[src/rtl/hex_xor_tea_block_decrypter_macros.svh]
// assertion macros for the hex xor tea block decrypter
`ifndef HEX_XOR_TEA_BLOCK_DECRYPTER_MACROS_SVH
`define HEX_XOR_TEA_BLOCK_DECRYPTER_MACROS_SVH

`ifndef NO_ASSERTIONS
`define HXTD_ASSERT(lbl, clk, rst_n, prop) \
	lbl: assert property (@(posedge clk) disable iff (!rst_n) prop) \
		else $error("hxtd assertion failed");
`define HXTD_ASSERT_NEVER(lbl, clk, rst_n, cond) \
	lbl: assert property (@(posedge clk) disable iff (!rst_n) !(cond)) \
		else $error("hxtd forbidden condition seen");
`else
`define HXTD_ASSERT(lbl, clk, rst_n, prop)
`define HXTD_ASSERT_NEVER(lbl, clk, rst_n, cond)
`endif

`endif

[src/rtl/hxtd_pkg.sv]
`default_nettype none
package hxtd_pkg;

	localparam int TEA_ROUNDS = 32;
	localparam int QUEUE_DEPTH = 4;

	localparam logic [31:0] TEA_DELTA = 32'h9e3779b9;
	localparam logic [7:0] ASCII_ZERO = 8'd48;
	localparam logic [7:0] ALPHA_ADJ = 8'd39;
	localparam logic [7:0] LOWER_LIM = 8'h60;

	localparam int CFG_IDX_W = 3;
	localparam int CFG_DATA_W = 32;

	typedef enum logic [CFG_IDX_W-1:0] {
		REG_KEY0 = 3'd0,
		REG_KEY1 = 3'd1,
		REG_KEY2 = 3'd2,
		REG_KEY3 = 3'd3,
		REG_XOR  = 3'd4
	} cfg_reg_t;

	typedef struct packed {
		logic [31:0] k0;
		logic [31:0] k1;
		logic [31:0] k2;
		logic [31:0] k3;
	} key_t;

	// one block request between front and back
	typedef struct packed {
		logic [63:0] data;
		logic [3:0]  count;
		logic        full;
		logic        eom;
	} blk_req_t;

	function automatic logic [7:0] hex_pair_byte(input logic [7:0] hi, input logic [7:0] lo);
		logic [7:0] t;
		t = hi;
		if (hi > LOWER_LIM) t = t - ALPHA_ADJ;
		t = t - ASCII_ZERO;
		t = {t[3:0], 4'b0000};
		t = t + lo;
		if (lo > LOWER_LIM) t = t - ALPHA_ADJ;
		t = t - ASCII_ZERO;
		return t;
	endfunction

	function automatic logic [31:0] tea_mix(input logic [31:0] v, input logic [31:0] ka,
			input logic [31:0] kb, input logic [31:0] sum);
		return ({v[27:0], 4'b0000} + ka) ^ (v + sum) ^ ({5'b00000, v[31:5]} + kb);
	endfunction

	// one half round; partial blocks pass untouched
	function automatic blk_req_t tea_half(input blk_req_t r, input logic odd, input key_t key,
			input logic [31:0] sum);
		blk_req_t o;
		o = r;
		if (r.full) begin
			if (!odd) begin
				o.data[63:32] = r.data[63:32] - tea_mix(r.data[31:0], key.k2, key.k3, sum);
			end else begin
				o.data[31:0] = r.data[31:0] - tea_mix(r.data[63:32], key.k0, key.k1, sum);
			end
		end
		return o;
	endfunction

endpackage
`default_nettype wire

[src/rtl/hxtd_ifs.sv]
`default_nettype none
interface hxtd_pair_if;
	logic       valid;
	logic       ready;
	logic [7:0] high_char;
	logic [7:0] low_char;
	logic       last_pair;

	modport source (output valid, output high_char, output low_char, output last_pair,
		input ready);
	modport sink (input valid, input high_char, input low_char, input last_pair,
		output ready);
endinterface

`default_nettype wire

[src/rtl/hxtd_front.sv]
`default_nettype none
module hxtd_front (
	input  wire logic             clk,
	input  wire logic             arst_n,
	hxtd_pair_if.sink             pairs,
	input  wire logic [7:0]       xor_byte,
	input  wire logic             q_full,
	output hxtd_pkg::blk_req_t    req,
	output logic                  req_vld
);
	import hxtd_pkg::*;

	logic [55:0] pend_q;
	logic [2:0]  cnt_q;
	logic        accept;
	logic [7:0]  byte_val;
	logic [63:0] blk;
	logic        full;

	assign pairs.ready = !q_full;
	assign accept = pairs.valid && pairs.ready;

	assign byte_val = hex_pair_byte(pairs.high_char, pairs.low_char) ^ xor_byte;
	assign blk = {8'h00, pend_q} | (64'(byte_val) << {cnt_q, 3'b000});
	assign full = (cnt_q == 3'd7);

	assign req_vld = accept && (full || pairs.last_pair);
	assign req.data = blk;
	assign req.count = {1'b0, cnt_q} + 4'd1;
	assign req.full = full;
	assign req.eom = pairs.last_pair;

	always_ff @(posedge clk or negedge arst_n) begin
		if (!arst_n) begin
			pend_q <= '0;
			cnt_q <= '0;
		end else if (accept) begin
			if (full || pairs.last_pair) begin
				pend_q <= '0;
				cnt_q <= '0;
			end else begin
				pend_q <= blk[55:0];
				cnt_q <= cnt_q + 3'd1;
			end
		end
	end

endmodule
`default_nettype wire

[src/flat_wrapper.sv]
// flat-port wrapper written by rule: the top's interface ports become plain ports
module hxtd_front_flat import hxtd_pkg::*;
  (clk, arst_n, xor_byte, q_full, req, req_vld, pairs_valid, pairs_high_char, pairs_low_char, pairs_last_pair, pairs_ready);
  hxtd_pair_if pairs_i ();
  input  wire logic clk;
  input  wire logic arst_n;
  input  wire logic [7:0] xor_byte;
  input  wire logic q_full;
  output hxtd_pkg::blk_req_t req;
  output logic req_vld;
  input wire logic [$bits(pairs_i.valid)-1:0] pairs_valid;
  input wire logic [$bits(pairs_i.high_char)-1:0] pairs_high_char;
  input wire logic [$bits(pairs_i.low_char)-1:0] pairs_low_char;
  input wire logic [$bits(pairs_i.last_pair)-1:0] pairs_last_pair;
  output wire logic [$bits(pairs_i.ready)-1:0] pairs_ready;
  assign pairs_i.valid = pairs_valid;
  assign pairs_i.high_char = pairs_high_char;
  assign pairs_i.low_char = pairs_low_char;
  assign pairs_i.last_pair = pairs_last_pair;
  assign pairs_ready = pairs_i.ready;
  hxtd_front u_core (.clk(clk), .arst_n(arst_n), .pairs(pairs_i), .xor_byte(xor_byte), .q_full(q_full), .req(req), .req_vld(req_vld));
endmodule
[config.mk]
export PLATFORM = sky130hd
export DESIGN_NAME = hxtd_front_flat
export DESIGN_NICKNAME = d
export VERILOG_FILES = /design/src/rtl/hex_xor_tea_block_decrypter_macros.svh /design/src/rtl/hxtd_pkg.sv /design/src/rtl/hxtd_ifs.sv /design/src/rtl/hxtd_front.sv /design/src/flat_wrapper.sv
export SDC_FILE = /design/constraint.sdc
export NUM_CORES = 1
export LEC_CHECK = 0
export ABC_CLOCK_PERIOD_IN_PS = 6500
export BUFFER_PORTS_ARGS = -buffer_cell sky130_fd_sc_hd__buf_2
export CORE_MARGIN = 5
export CORE_UTILIZATION = 35
export CTS_BUF_LIST = sky130_fd_sc_hd__clkbuf_16
export DETAILED_ROUTE_END_ITERATION = 12
export PLACE_DENSITY = 0.61
export SETUP_SLACK_MARGIN = 0.4
export SLEW_MARGIN = 20
export SYNTH_ARGS = -nofsm -noshare
export SYNTH_HDL_FRONTEND = slang
export SYNTH_SLANG_ARGS = --single-unit
[constraint.sdc]
create_clock -name clk -period 6.5 [get_ports clk]
set_input_delay 1.3 -clock clk [delete_from_list [all_inputs] [get_ports clk]]
set_output_delay 1.3 -clock clk [all_outputs]
set_load 0.1 [all_outputs]
### Word-level counts from Yosys, hierarchy flattened

Index checks and enable logic that the tools add are counted.

* register bits: 59
* latch bits: 0
* bits in writable memories: 0
* memory bits (read-only): 0
* input port bits: 29
* output and inout port bits: 72
* logic and storage cells: 23
* memories: 0

* add/subtract/negate cells: 7
* multiply operators: 0
* div/mod/pow operators: 0
* order comparisons: 2
* equality and inequality tests: 1
* shift-type cells: 1
* multiplexer cells: 4
* bitwise operators: 2
* reduce and logical (&&, ||, !) cells: 4

Operators with widths (number)
* bitwise OR 56 x 64 -> 64 bit: 1
* << shifter 8 x 6 -> 64 bit: 1
* 2-to-1 mux 56 bit: 1
* > comparator 8 x 7 -> 1 bit, second input constant: 2
* subtractor 8 x 6 -> 8 bit, second input constant: 2
* adder 8 bit: 1
* 2-to-1 mux 8 bit: 1
* bitwise XOR 8 bit: 1
* adder 3 x 1 -> 4 bit, second input constant: 1
* 2-to-1 mux 4 bit: 1
* subtractor 4 x 1 -> 4 bit, second input constant: 1
* subtractor 4 x 3 -> 4 bit, second input constant: 1
* adder 3 x 1 -> 3 bit, second input constant: 1
* == test 3 bit, second input constant: 1
* 2-to-1 mux 3 bit: 1
* logical AND 1 bit: 2
* zero test 1 bit: 1
* logical OR 1 bit: 1

### Depth between registers and ports, before layout

* depth after elaboration: 11
* gate-level depth with buffers: 16
* mapped depth without buffers: 15

### Worst setup path after synthesis

No wires, ideal clock.

* path type: input to output
* start point: input port pairs_high_char[0]
* end point: output port req[67] (netlist name)
* arrival time: 5425 ps
* required time: 5200 ps
* setup slack: -225 ps
* cell stages on the path: 12
* buffers on the path: 0
* path through: inv_1 ha_1 or4b_4 a31o_4 xnor2_1 ha_1 a311oi_1 nor2_1 xnor2_1 ha_1 xor2_1 nor2b_1

RTL lines
* start, declared: line flat_wrapper.sv:12 `input wire logic [$bits(pairs_i.high_char)-1:0] pairs_high_char;`
* end, declared: line flat_wrapper.sv:9 `output hxtd_pkg::blk_req_t req;`

==> results.ini <==
[synth]
synth.area.top_cells = dfrtp_1 42%, a21o_1 12%, a21oi_1 6.4%
ys_top_cells_by_count = 59 x dfrtp_1, 57 x a21o_1, 49 x nor2_1
synthXorXnorAreaFrac_pct = 7.499
syn_area_sq_um = 3537
yosys.area.top_type_share_pct = 41.74
synthArstFlopShare_pct = 100.0
synth-simple-area-share_pct = 16.48
synth.area.mux_share_pct = 0.2830
yosysMostFrequentCell = dfrtp_1
post-synth-top-area-cell = dfrtp_1
synth.avg_cell_area_sq_um = 9.284
synth_top_family_by_area = compound AO/OA/AOI/OAI gates
ys.flop_type = dfrtp_1
synth_compound_area_share_pct = 25.29
synth_adder_area_share_pct = 3.891
ys_seq_area_share_pct = 41.74
syn_nets = 421
yosysWarnings = 0
synth-edff-count = 0
synth_cells = 381
postSynthRegisterBits = 59
yosysUniqueCellTypes = 45

[clock_network]
h-tree-depth = 3
clk_path_buf_depth = 2
numCtsBuffers = 9
clk_latency_ps = 320
cts-root-buf = clkbuf_16
cts_tree = yes
hold_buffers = 0
cts_sinks = 59
clkTransAtPathRegs_ps = 50

[timing]
finalHoldViolations = 0
fin_skew_ps = 7.491
layout_setup_ws_ps = 541.3
slew_headroom_pct = 36.49
fin_crit_ps = 5959
finalSetupViolations = 0
fmax_mhz = 167.8
fin_crit_sh_pct = 91.67
rsz0062_at_grt = true
fin_setup_tns_ps = 0
finalMaxSlewViolations = 0
worstMarginPinSlew_ps = 945.4

[status]
status = complete, no violations

[final_layout]
n_fill_cell = 936
multi_input_area_sq_um = 2057
ff_latch_area_sq_um = 1476
drive_gt1_share_pct = 34.36
syn_to_final_growth_pct = 41.28
final_nets = 524
fin_area_sq_um = 4997
antenna_cells = 0

[global_routing]
overflow = 0
grtUsageMet3_pct = 4.978
grt_max_degree = 60
grt_pass1_wl_mm = 16.44
busiest_layer = met2
use_met1_pct = 20.49
antenna_found_initial = 0
grt_use_met2_pct = 27.14
grt_use_total_pct = 16.38
first_global_vias = 3253

[placed_design]
dp_hpwl_mm = 7.447
place_congestion = 0.7760
io_buffers = 100
place_ws_ps = 251.4
place_area_sq_um = 4608

[critical_path]
cp_max_fo = 8
worstSetupEndpointType = output port
cp-start-kind = primary input
slowest_delay_ps = 450
worstPathRequired_ps = 5200
crit_type = in2out
cp_cell_sequence = buf_2 > inv_1 > ha_1 > or4b_4 > a31o_4 > o21ai_1 > ha_2 > xnor2_4 > or3_1 > a211oi_2 > o31a_1 > nor2_4 > xnor2_4 > a21o_1 > buf_12
critPathTopFamily = compound AO/OA/AOI/OAI gates
worstPathArrival_ps = 4660
slowest_stage = or4b_4
path_common_cell = xnor2_4
path_buf_inv = 3

[route]
drtIter0Drc = 195
drt-total-wl_mm = 10.40
drc_errors = 0
drt_first_pass_iters = 4
wl_per_cell_um = 16.71
num_vias = 3232
drtAntennaViolNets = 0
via_per_inst = 5.196

[hold_path]
hold_path_class = reg2reg

[job]
cap_violations = 0

[floorplan]
core_sq_um = 9819
pin_count = 101
fp.dieH_um = 110.5
num_rows = 36
start_util_pct = 36.02
die_w_um = 110.5
dieArea_sq_um = 12220

[pwr]
finalPower_mw = 2.225
power_leakage_nw = 2.905
p_per_area_nw_per_um2 = 445.3
peakVddDrop_mv = 0.2380

per-layer routing:
metal / part of all wire (%) / wire length [um] / vias up
met1: 41 / 4312 / 1579
met5: 0 / 0 / -
met4: 1.1 / 116 / 0
li1: - / - / 1537
met3: 6.3 / 653 / 14
met2: 51 / 5313 / 102
cell usage in the layout (no fill, tap or decap), drive strengths merged:
master / count
o21ai: 5
nand3: 8
o21bai: 1
nor2b: 2
a31oi: 2
and2: 12
and3: 2
a31o: 2
o211ai: 4
mux2i: 1
o211a: 7
nand2b: 1
clkbuf: 9
nand2: 21
nand4: 7
ha: 11
a22o: 2
clkinv: 4
buf: 119
inv: 13
nor3b: 2
a21oi: 45
a211oi: 1
or3: 6
a311oi: 1
o31a: 1
xnor2: 20
dfrtp: 59
nor3: 6
or4b: 2
xor2: 6
nor2: 50
a21o: 57
registers in the layout, summed over array words and instances, names as in the netlist:
name           flops
u_core.cnt_q       3
u_core.pend_q     56
path summary, 6_finish.rpt:
| path | start | to | slack, ps | depth (start not counted) |
|---|---|---|---|---|
| setup reg to reg | u_core.cnt_q[1]$_DFFE_PN0P_ | u_core.pend_q[0]$_DFFE_PN0P_ | 4200 | 6 |
| hold reg to reg | u_core.pend_q[47]$_DFFE_PN0P_ | u_core.pend_q[47]$_DFFE_PN0P_ | 490 | 2 |
| max in group asynchronous | arst_n | u_core.pend_q[47]$_DFFE_PN0P_ | 4880 | 2 |
| setup / recovery | pairs_high_char[0] | req[29] | 540 | 15 |
| hold / removal | u_core.pend_q[47]$_DFFE_PN0P_ | u_core.pend_q[47]$_DFFE_PN0P_ | 490 | 2 |
| min in group asynchronous | arst_n | u_core.pend_q[18]$_DFFE_PN0P_ | 1130 | 2 |
power breakdown:
part / switching [mW] / leakage [nW] / internal, mW
Sequential: 0.0389 / 0.802 / 0.422
Clock: 0.150 / 0.144 / 0.249
Combinational: 0.961 / 1.96 / 0.404
logic make-up (layout without fill, tap and decap cells):
| family | count (synthesis) | after routing |
|---|---|---|
| flops | 59 | 59 |
| compound gates | 128 | 128 |
| xor+xnor | 26 | 26 |
| buf+inv | 37 | 145 |
| mux | 1 | 1 |
| simple gates | 119 | 119 |
| fa+ha+maj | 11 | 11 |
worst min-delay path: cells and delay by family, from the launching register on:
| family | cells | cell delay [ps] |
|---|---|---|
| flip-flops | 1 | 340 |
| AND/OR/NAND/NOR | 2 | 120 |
layout make-up:
class	instances	area share, %
multi-input cells	285	41.16
inverters	10	0.7511
clock buffers	9	4.507
flip-flops and latches	59	29.54
clock inverters	7	0.6009
well taps	133	3.330
repair buffers	119	20.11
what timing repair did:
item,CTS,global route
buffers inserted,0,4
endpoints found under the setup margin,15,16
gates resized for setup,3,12
pin swaps,2,6
cloned,0,1
per-stage QoR:
step           utilization, %  hold WS [ps]  cells
4_1_cts                 49.75         498.4    617
5_1_grt                 50.89         511.1    622
2_1_floorplan               -         464.3    381
3_5_place_dp            46.93         485.8    601
3_3_place_gp            46.93         477.8    601
6_report                50.89         493.8    622
Power figures use the tool's default switching activity.
