[config.mk]
export PLATFORM = sky130hd
export DESIGN_NAME = hxtd_queue
export DESIGN_NICKNAME = d
export VERILOG_FILES = /design/src/rtl/hex_xor_tea_block_decrypter_macros.svh /design/src/rtl/hxtd_pkg.sv /design/src/rtl/hxtd_queue.sv
export SDC_FILE = /design/constraint.sdc
export NUM_CORES = 1
export LEC_CHECK = 0
export ABC_AREA = 1
export BUFFER_PORTS_ARGS = -buffer_cell sky130_fd_sc_hd__buf_2
export CAP_MARGIN = 20
export CORE_MARGIN = 8
export CORE_UTILIZATION = 31
export CTS_BUF_LIST = sky130_fd_sc_hd__clkbuf_4 sky130_fd_sc_hd__clkbuf_8 sky130_fd_sc_hd__clkbuf_16
export DETAILED_ROUTE_END_ITERATION = 8
export GPL_TIMING_DRIVEN = 0
export HOLD_SLACK_MARGIN = 0.05
export PLACE_DENSITY = 0.49
export SYNTH_ARGS = -nofsm -noshare
export SYNTH_HDL_FRONTEND = slang
export SYNTH_SLANG_ARGS = --single-unit
[constraint.sdc]
create_clock -name clk -period 7.5 [get_ports clk]
set_clock_uncertainty 0.1 [all_clocks]
set_input_delay 0.75 -clock clk [delete_from_list [all_inputs] [get_ports clk]]
set_output_delay 0.75 -clock clk [all_outputs]
set_load 0.02 [all_outputs]
[src/rtl/hex_xor_tea_block_decrypter_macros.svh]
// assertion macros for the hex xor tea block decrypter
`ifndef HEX_XOR_TEA_BLOCK_DECRYPTER_MACROS_SVH
`define HEX_XOR_TEA_BLOCK_DECRYPTER_MACROS_SVH

`ifndef NO_ASSERTIONS
`define HXTD_ASSERT(lbl, clk, rst_n, prop) \
	lbl: assert property (@(posedge clk) disable iff (!rst_n) prop) \
		else $error("hxtd assertion failed");
`define HXTD_ASSERT_NEVER(lbl, clk, rst_n, cond) \
	lbl: assert property (@(posedge clk) disable iff (!rst_n) !(cond)) \
		else $error("hxtd forbidden condition seen");
`else
`define HXTD_ASSERT(lbl, clk, rst_n, prop)
`define HXTD_ASSERT_NEVER(lbl, clk, rst_n, cond)
`endif

`endif

[src/rtl/hxtd_pkg.sv]
`default_nettype none
package hxtd_pkg;

	localparam int TEA_ROUNDS = 32;
	localparam int QUEUE_DEPTH = 4;

	localparam logic [31:0] TEA_DELTA = 32'h9e3779b9;
	localparam logic [7:0] ASCII_ZERO = 8'd48;
	localparam logic [7:0] ALPHA_ADJ = 8'd39;
	localparam logic [7:0] LOWER_LIM = 8'h60;

	localparam int CFG_IDX_W = 3;
	localparam int CFG_DATA_W = 32;

	typedef enum logic [CFG_IDX_W-1:0] {
		REG_KEY0 = 3'd0,
		REG_KEY1 = 3'd1,
		REG_KEY2 = 3'd2,
		REG_KEY3 = 3'd3,
		REG_XOR  = 3'd4
	} cfg_reg_t;

	typedef struct packed {
		logic [31:0] k0;
		logic [31:0] k1;
		logic [31:0] k2;
		logic [31:0] k3;
	} key_t;

	// one block request between front and back
	typedef struct packed {
		logic [63:0] data;
		logic [3:0]  count;
		logic        full;
		logic        eom;
	} blk_req_t;

	function automatic logic [7:0] hex_pair_byte(input logic [7:0] hi, input logic [7:0] lo);
		logic [7:0] t;
		t = hi;
		if (hi > LOWER_LIM) t = t - ALPHA_ADJ;
		t = t - ASCII_ZERO;
		t = {t[3:0], 4'b0000};
		t = t + lo;
		if (lo > LOWER_LIM) t = t - ALPHA_ADJ;
		t = t - ASCII_ZERO;
		return t;
	endfunction

	function automatic logic [31:0] tea_mix(input logic [31:0] v, input logic [31:0] ka,
			input logic [31:0] kb, input logic [31:0] sum);
		return ({v[27:0], 4'b0000} + ka) ^ (v + sum) ^ ({5'b00000, v[31:5]} + kb);
	endfunction

	// one half round; partial blocks pass untouched
	function automatic blk_req_t tea_half(input blk_req_t r, input logic odd, input key_t key,
			input logic [31:0] sum);
		blk_req_t o;
		o = r;
		if (r.full) begin
			if (!odd) begin
				o.data[63:32] = r.data[63:32] - tea_mix(r.data[31:0], key.k2, key.k3, sum);
			end else begin
				o.data[31:0] = r.data[31:0] - tea_mix(r.data[63:32], key.k0, key.k1, sum);
			end
		end
		return o;
	endfunction

endpackage
`default_nettype wire

[src/rtl/hxtd_queue.sv]
`default_nettype none
module hxtd_queue #(
	parameter int DEPTH = hxtd_pkg::QUEUE_DEPTH
) (
	input  wire logic                clk,
	input  wire logic                arst_n,
	input  wire logic                wr_vld,
	input  wire hxtd_pkg::blk_req_t  wr_data,
	output logic                     full,
	output logic                     rd_vld,
	output hxtd_pkg::blk_req_t       rd_data,
	input  wire logic                rd_pop
);
	import hxtd_pkg::*;

	localparam int AW = $clog2(DEPTH);

	blk_req_t        mem_q [DEPTH];
	logic [AW-1:0]   wr_ptr_q;
	logic [AW-1:0]   rd_ptr_q;
	logic [AW:0]     cnt_q;

	assign full = (cnt_q == (AW+1)'(DEPTH));
	assign rd_vld = (cnt_q != '0);
	assign rd_data = mem_q[rd_ptr_q];

	always_ff @(posedge clk) begin
		if (wr_vld) mem_q[wr_ptr_q] <= wr_data;
	end

	always_ff @(posedge clk or negedge arst_n) begin
		if (!arst_n) begin
			wr_ptr_q <= '0;
			rd_ptr_q <= '0;
			cnt_q <= '0;
		end else begin
			if (wr_vld) wr_ptr_q <= wr_ptr_q + AW'(1);
			if (rd_pop) rd_ptr_q <= rd_ptr_q + AW'(1);
			cnt_q <= cnt_q + (AW+1)'(wr_vld) - (AW+1)'(rd_pop);
		end
	end

endmodule
`default_nettype wire

# Word level (Yosys, flattened, before mapping)
# Memory sizes are Yosys's and may differ from the RTL's.
# Cells that the tools add are included.
# totals
mem_count	1
ramBits	280
input_bits	74
regBits	7
wordCells	12
out_inout_bits	72
# memory_table
name	depth	word_bits	rd	rd_ports_with_merged_regs	wr	line_no	rtl
mem_q	4	70	1	0	1	hxtd_queue.sv:18	blk_req_t mem_q [DEPTH];
# classes
n_addsub	4
muxes	2
n_eq_ne	1
reduce_logical	1
# ops
op	n
$add 2x1->2 const B	2
$add 3x1->3	1
$eq 3x3->1 const B	1
$reduce_bool 3->1	1
$sub 3x1->3	1
$mux 1	2

# Logic depth before layout (Yosys ltp)
# Gate-level depths: netlist of run 1.
# logic_depth
word_depth	2
ltp_mapped	8
mapped_depth_nobuf	8

# Least setup slack after synthesis of run 1
# No wires, ideal clock.
# synth_timing
kind	input port to flip-flop
from	input wr_vld
to	memory mem_q[1][0] in the netlist's numbering (enable)
slack_ns	4.577
n_path_buf	1
t_required_ns	6.976
arrival_ns	2.398
cell_stages	3
setup_time_ns	0.424
cell_sequence	clkbuf_1 nand2_1 inv_1
# synth_via
elab_chain_len	2
# synth_rtl
element	line_no	rtl
from (decl)	hxtd_queue.sv:7	input wire logic wr_vld,
$mux 1	hxtd_queue.sv:28	if (wr_vld) mem_q[wr_ptr_q] <= wr_data;
$mux 1 (not written as such)	hxtd_queue.sv:28	
to (decl)	hxtd_queue.sv:18	
# Every way passes these cells.

==> reports/qor.csv, run 1 <==
metric,value,unit
dr_total_vias,7740,
die_w,214,um
htreeDepth,2,
clockPowerShare,0.257,
r2r-start,wr_ptr_q[0],
finalSetupViolations,0,
grt_max_degree,45,
grt_pass1_vias,7834,
mostFrequentLayoutCell,nand2_1,
synthXorXnorAreaFrac,0.00216,
max_freq,332,MHz
peakVddDrop,0.188,mV
sw_frac_of_total,0.388,
dp_hpwl,18100,um
syn_inst,1143,
finalMaxSlewViolations,0,
critical_path.top_delay_family,buffers and inverters,
rsz0062_at_grt,false,
ys_types,16,
die_area,45900,um2
whs_endpoint,mem_q[2][11],
worst_pin_slew,741,ps
critical_path.most_common_cell,buf_2,
gp_congestion,0.698,
pre_cts_slack,4940,ps
muxShareOfSynthArea,0,
p_leak,0.00686,uW
ys_warn_count,0,
status,"finished, final reports clean",
io_buffers,145,
fin_tns_setup,0,ps
clock_path_buffers,3,
relSlewSlack,0.506,
firstDrtPassIters,4,
wl,29500,um
cts_tree,yes,
cp_slowest_cell,buf_1,
cellPowerDensity,413,nW/um2
synth.cell_area,12200,um2
wire_per_inst,15.8,um
antenna_found_initial,4,
io_pins,146,
cp-start-kind,flip-flop,
crit_path_max_incr_delay,600,ps
core,38700,um2
yosys.area_share.adder,0.00781,
syn2layout_area_growth,21.1,%
overflow,0,
synth_compound_area_frac,0.000411,
max_cap_viol_count,0,
stdcell_count,1872,
r2r_slack,5510,ps
path_cells,"buf_2, buf_1, nand3_1, nand2_1, buf_2",
antenna_cells,0,
synth.net_count,1224,
comb_power_share,0.389,
stdcell_area,14700,um2
synth_simple_gate_area_frac,0.170,
period_needed,3010,ps
intPower,3730,uW
place_inst,1810,
fp.dieH,214,um
grt.total_usage,0.128,
drc_errors,0,
cts_resized,0,
utilization,0.381,
crit_path_end_kind,primary output,
grt_pass1_wl,45500,um
min_path_type,input pin to flip-flop,
min_path_cells,1,
r2r_cells,5,
start_util,0.314,
fin_ws,4490,ps
hold_path_startpoint,wr_data[11],
dr.first_iter.drc_count,312,
finish.net_count,1410,
clk_pin_slew,60,ps
syn_avg_cell_area,10.7,um2
ant_nets,0,
layout-drive-gt1-share,0.183,
viasPerCell,4.13,
final_cell_mix,"nand2_1, inv_1, edfxtp_1",
net-switching-power,2360,uW
arrival,2160,ps
cts_sinks,287,
cts_root_buf,clkbuf_16,
cp.required,6650,ps
fin_crit_sh,0.401,
hold_viol_final,0,
placed_cell_area,13700,um2
synth_top_family_by_area,simple AND/OR/NAND/NOR gates,
clk_latency,530,ps
fp-row-count,72,
seq_area_frac_synth,0.705,
r2r_end,mem_q[2][14],
crit_fanout,10,
numCtsBuffers,34,
worstSetupPathType,flip-flop to primary output,
p_seq_frac,0.354,
synth-seq-cells,287,
critPathBufInv,3,
-- state kept, by name (all words and copies together) (netlist names) --
signal and count:
mem_q 280, cnt_q 3, wr_ptr_q 2, rd_ptr_q 2
-- per-stage QoR --
stage	hold slack (ps)	power [uW]
floorplan	354	3690
global placement	420	4600
detailed placement	429	4630
CTS	298	6220
global route	319	6490
finish	339	6090
-- worst max path at each step --
stage | startpoint | to | slack [ps] | depth (start not counted)
floorplan | wr_vld | mem_q[1][0] | 4580 | 3
global placement | wr_vld | mem_q[3][21] | 3080 | 4
detailed placement | wr_vld | mem_q[0][27] | 4940 | 5
CTS | rd_ptr_q[1] | rd_data[56] | 4380 | 5
global route | rd_ptr_q[1] | rd_data[49] | 4330 | 5
finish | rd_ptr_q[1] | rd_data[49] | 4490 | 5
-- cells in the mapped netlist --
| library cell | instances | area share |
|---|---|---|
| inv_1 | 292 | 0.090 |
| inv_2 | 2 | 0.00062 |
| clkbuf_1 | 8 | 0.0025 |
| buf_2 | 22 | 0.0090 |
| buf_1 | 3 | 0.00092 |
| fa_1 | 1 | 0.0016 |
| edfxtp_1 | 280 | 0.69 |
| o21ai_0 | 1 | 0.00041 |
| buf_4 | 3 | 0.0018 |
| nand3_1 | 142 | 0.058 |
| dfrtp_1 | 7 | 0.014 |
| ha_1 | 6 | 0.0062 |
| xor2_1 | 3 | 0.0022 |
| nor2_1 | 1 | 0.00031 |
| buf_6 | 11 | 0.010 |
| nand2_1 | 361 | 0.11 |
-- routing by layer --
layer | vias up | part of all wire | global-route usage
met5 | - | 0.0017 | 0
met4 | 8 | 0.022 | 0.0482
met3 | 47 | 0.044 | 0.0293
met2 | 130 | 0.48 | 0.216
met1 | 3622 | 0.45 | 0.158
li1 | 3933 | - | -
-- logic make-up after synthesis --
logic type                 count (synthesis)
xor gates and xnor gates                   3
adders and majority gates                  7
buffers and inverters                    341
AOI/OAI and AO/OA                          1
DFF                                      287
and+or+nand+nor                          504
-- worst reg2reg max path, cell delays in order (launching register included) --
cell     delay (ps)
dfrtp_1         420
inv_1           110
ha_1            150
nand2_1          80
inv_4           460
buf_16          300
-- power by group through the flow --
stage / clock (uW) / sequential, uW / combinational [uW]
6_report: 1560 / 2160 / 2370
5_1_grt: 1660 / 2180 / 2650
4_1_cts: 1610 / 2160 / 2450
3_5_place_dp: 0 / 2190 / 2440
3_3_place_gp: 0 / 2220 / 2380
2_1_floorplan: 0 / 2200 / 1500
-- cell type report --
cell class | count | area [um2]
repair buffers | 150 | 846
inverters | 294 | 1110
multi-input cells | 515 | 2200
clock inverters | 14 | 97.6
plain buffers | 47 | 298
well taps | 518 | 648
flip-flops and latches | 287 | 8580
clock buffers | 47 | 966
fillers | 3780 | 24000
-- what timing repair did --
action,4_1_cts,5_1_grt
setup buffers,0,0
hold buffers,1,0
endpoints found under the hold margin,7,0
(Power assumes the default switching activity.)
==> run 2: changes to the inputs <==
PLACE_DENSITY = 0.51   (was 0.49)
clock period = 2.5 ns   (was 7.5 ns; I/O delays follow)
==> reports/qor.csv, run 2 (synthesized netlist as in run 1, its figures left out) <==
metric,value,unit,change
worstSetupPathType,flip-flop to primary output,,unchanged
relSlewSlack,0.507,,was 0.506
cellPowerDensity,1170,nW/um2,was 413 nW/um2
rsz0062_at_grt,false,,unchanged
min_path_cells,2,,was 1
cp-start-kind,flip-flop,,unchanged
fp-row-count,72,,unchanged
ant_nets,0,,unchanged
status,"finished, final reports clean",,unchanged
period_needed,2320,ps,
r2r-start,wr_ptr_q[0],,unchanged
die_area,45900,um2,unchanged
critical_path.most_common_cell,nand2_1,,was buf_2
r2r_end,mem_q[2][19],,was mem_q[2][14]
cts_root_buf,clkbuf_16,,unchanged
mostFrequentLayoutCell,nand2_1,,unchanged
largest_register_ffs,280,,unchanged
overflow,0,,unchanged
peakVddDrop,0.526,mV,was 0.188 mV
hold_path_startpoint,wr_data[33],,was wr_data[11]
finalSetupViolations,0,,unchanged
power.total,18000,uW,was 6090 uW
regArea,8580,um2,unchanged
hold_viol_final,0,,unchanged
grt_pass1_wl,46900,um,was 45500 um
die_w,214,um,unchanged
gp_congestion,0.698,,about the same
top_register,mem_q,,unchanged
crit_path_end_kind,primary output,,unchanged
worst_pin_slew,738,ps,was 741 ps
multiInputGateArea,2200,um2,unchanged
crit_fanout,10,,unchanged
numCtsBuffers,31,,was 34
fillers,3701,,was 3780
grt.total_usage,0.129,,was 0.128
finish.net_count,1483,,was 1410
fin_tns_setup,0,ps,unchanged
p_leak,0.00713,uW,was 0.00686 uW
dp_hpwl,18700,um,was 18100 um
top_regs,"mem_q: 280 flops, cnt_q: 3 flops",,unchanged
clk_latency,560,ps,was 530 ps
clock_path_buffers,3,,unchanged
r2r_slack,290,ps,was 5510 ps
final_cell_mix,"nand2_1, inv_1, edfxtp_1",,unchanged
antenna_cells,0,,unchanged
antenna_found_initial,0,,was 4
dr_total_vias,7977,,was 7740
layout-drive-gt1-share,0.177,,was 0.183
cp.required,2150,ps,was 6650 ps
drc_errors,0,,unchanged
start_util,0.314,,unchanged
max_cap_viol_count,0,,unchanged
cp_slowest_cell,dfrtp_1,,was buf_1
path_cells,"buf_4, inv_2, buf_12, buf_6, nand2_1, nand3_1, nand2_1, buf_2",,"was buf_2, buf_1, nand3_1, nand2_1, buf_2"
htreeDepth,1,,was 2
stdcell_count,1940,,was 1872
max_freq,431,MHz,
core,38700,um2,unchanged
fp.dieH,214,um,unchanged
viasPerCell,4.11,,was 4.13
dr.first_iter.drc_count,321,,was 312
cts_sinks,287,,unchanged
grt_max_degree,39,,was 45
io_pins,146,,unchanged
grt_pass1_vias,8117,,was 7834
r2r_cells,5,,unchanged
cts_tree,yes,,unchanged
critical_path.top_delay_family,buffers and inverters,,unchanged
wl,30100,um,was 29500 um
finalMaxSlewViolations,0,,unchanged
crit_path_max_incr_delay,360,ps,was 600 ps
io_buffers,145,,unchanged
whs_endpoint,mem_q[0][33],,was mem_q[2][11]
critPathBufInv,5,,was 3
fin_crit_sh,0.928,,
min_path_type,input pin to flip-flop,,unchanged
wire_per_inst,15.5,um,was 15.8 um
place_inst,1813,,was 1810
arrival,1970,ps,was 2160 ps
firstDrtPassIters,5,,was 4
clk_pin_slew,60,ps,about the same
syn2layout_area_growth,26.8,%,was 21.1%
-- run 2: worst max-delay path by stage --
stage	startpoint	to	slack, ps	cells past startpoint
CTS	rd_ptr_q[1]	rd_data[50]	-50	6
finish	rd_ptr_q[0]	rd_data[17]	180	8
detailed placement	wr_ptr_q[0]	mem_q[2][18]	260	5
global route	rd_ptr_q[0]	rd_data[9]	20	8
floorplan	wr_ptr_q[0]	mem_q[3][0]	30	3
global placement	wr_vld	mem_q[3][25]	-1470	4
-- run 2: power by group --
| part | switching (uW) | internal [uW] | total, uW |
|---|---|---|---|
| clock | 1770 | 2430 | 4200 |
| combinational | 5080 | 2290 | 7370 |
| sequential | 181 | 6290 | 6470 |
| total | 7030 | 11000 | 18000 |
-- run 2: layout make-up --
| cell class | instances | share of cell area |
|---|---|---|
| Timing Repair Buffer | 226 | 0.104 |
| Buffer | 47 | 0.0232 |
| Inverter | 294 | 0.0725 |
| Tap cell | 518 | 0.0420 |
| Clock buffer | 38 | 0.0536 |
| Multi-Input combinational cell | 515 | 0.142 |
| Clock inverter | 15 | 0.00664 |
| Sequential cell | 287 | 0.556 |
-- run 2: worst register-to-register path, delay by kind of cell, from the launching register on --
kind	cells	cell delay, ps
AND/OR/NAND/NOR	1	100
adder cells (fa/ha/maj)	1	190
flip-flops	1	400
buffers and inverters	3	1120
-- run 2: routing by layer --
layer  track usage  share of wire
met1         0.162           0.45
met5             0              0
met3        0.0203          0.041
met2         0.229           0.50
met4        0.0327          0.017
-- run 2: what timing repair did --
item / CTS / global route
endpoints found under the setup margin: 60 / 48
hold buffers: 74 / 0
endpoints found under the hold margin: 292 / 0
buffers inserted: 0 / 0
gates resized for setup: 15 / 19
-- run 2: metrics by stage --
step	hold WS, ps	instance area (um2)	worst slack, ps	util
after global routing	323	15400	23.7	0.399
after detailed placement	-2.37	13700	263	0.354
after global placement	-2.65	13600	-1470	0.350
after floorplan	-146	12200	30.6	-
after CTS	291	15400	-51.8	0.398
final	336	15400	181	0.399
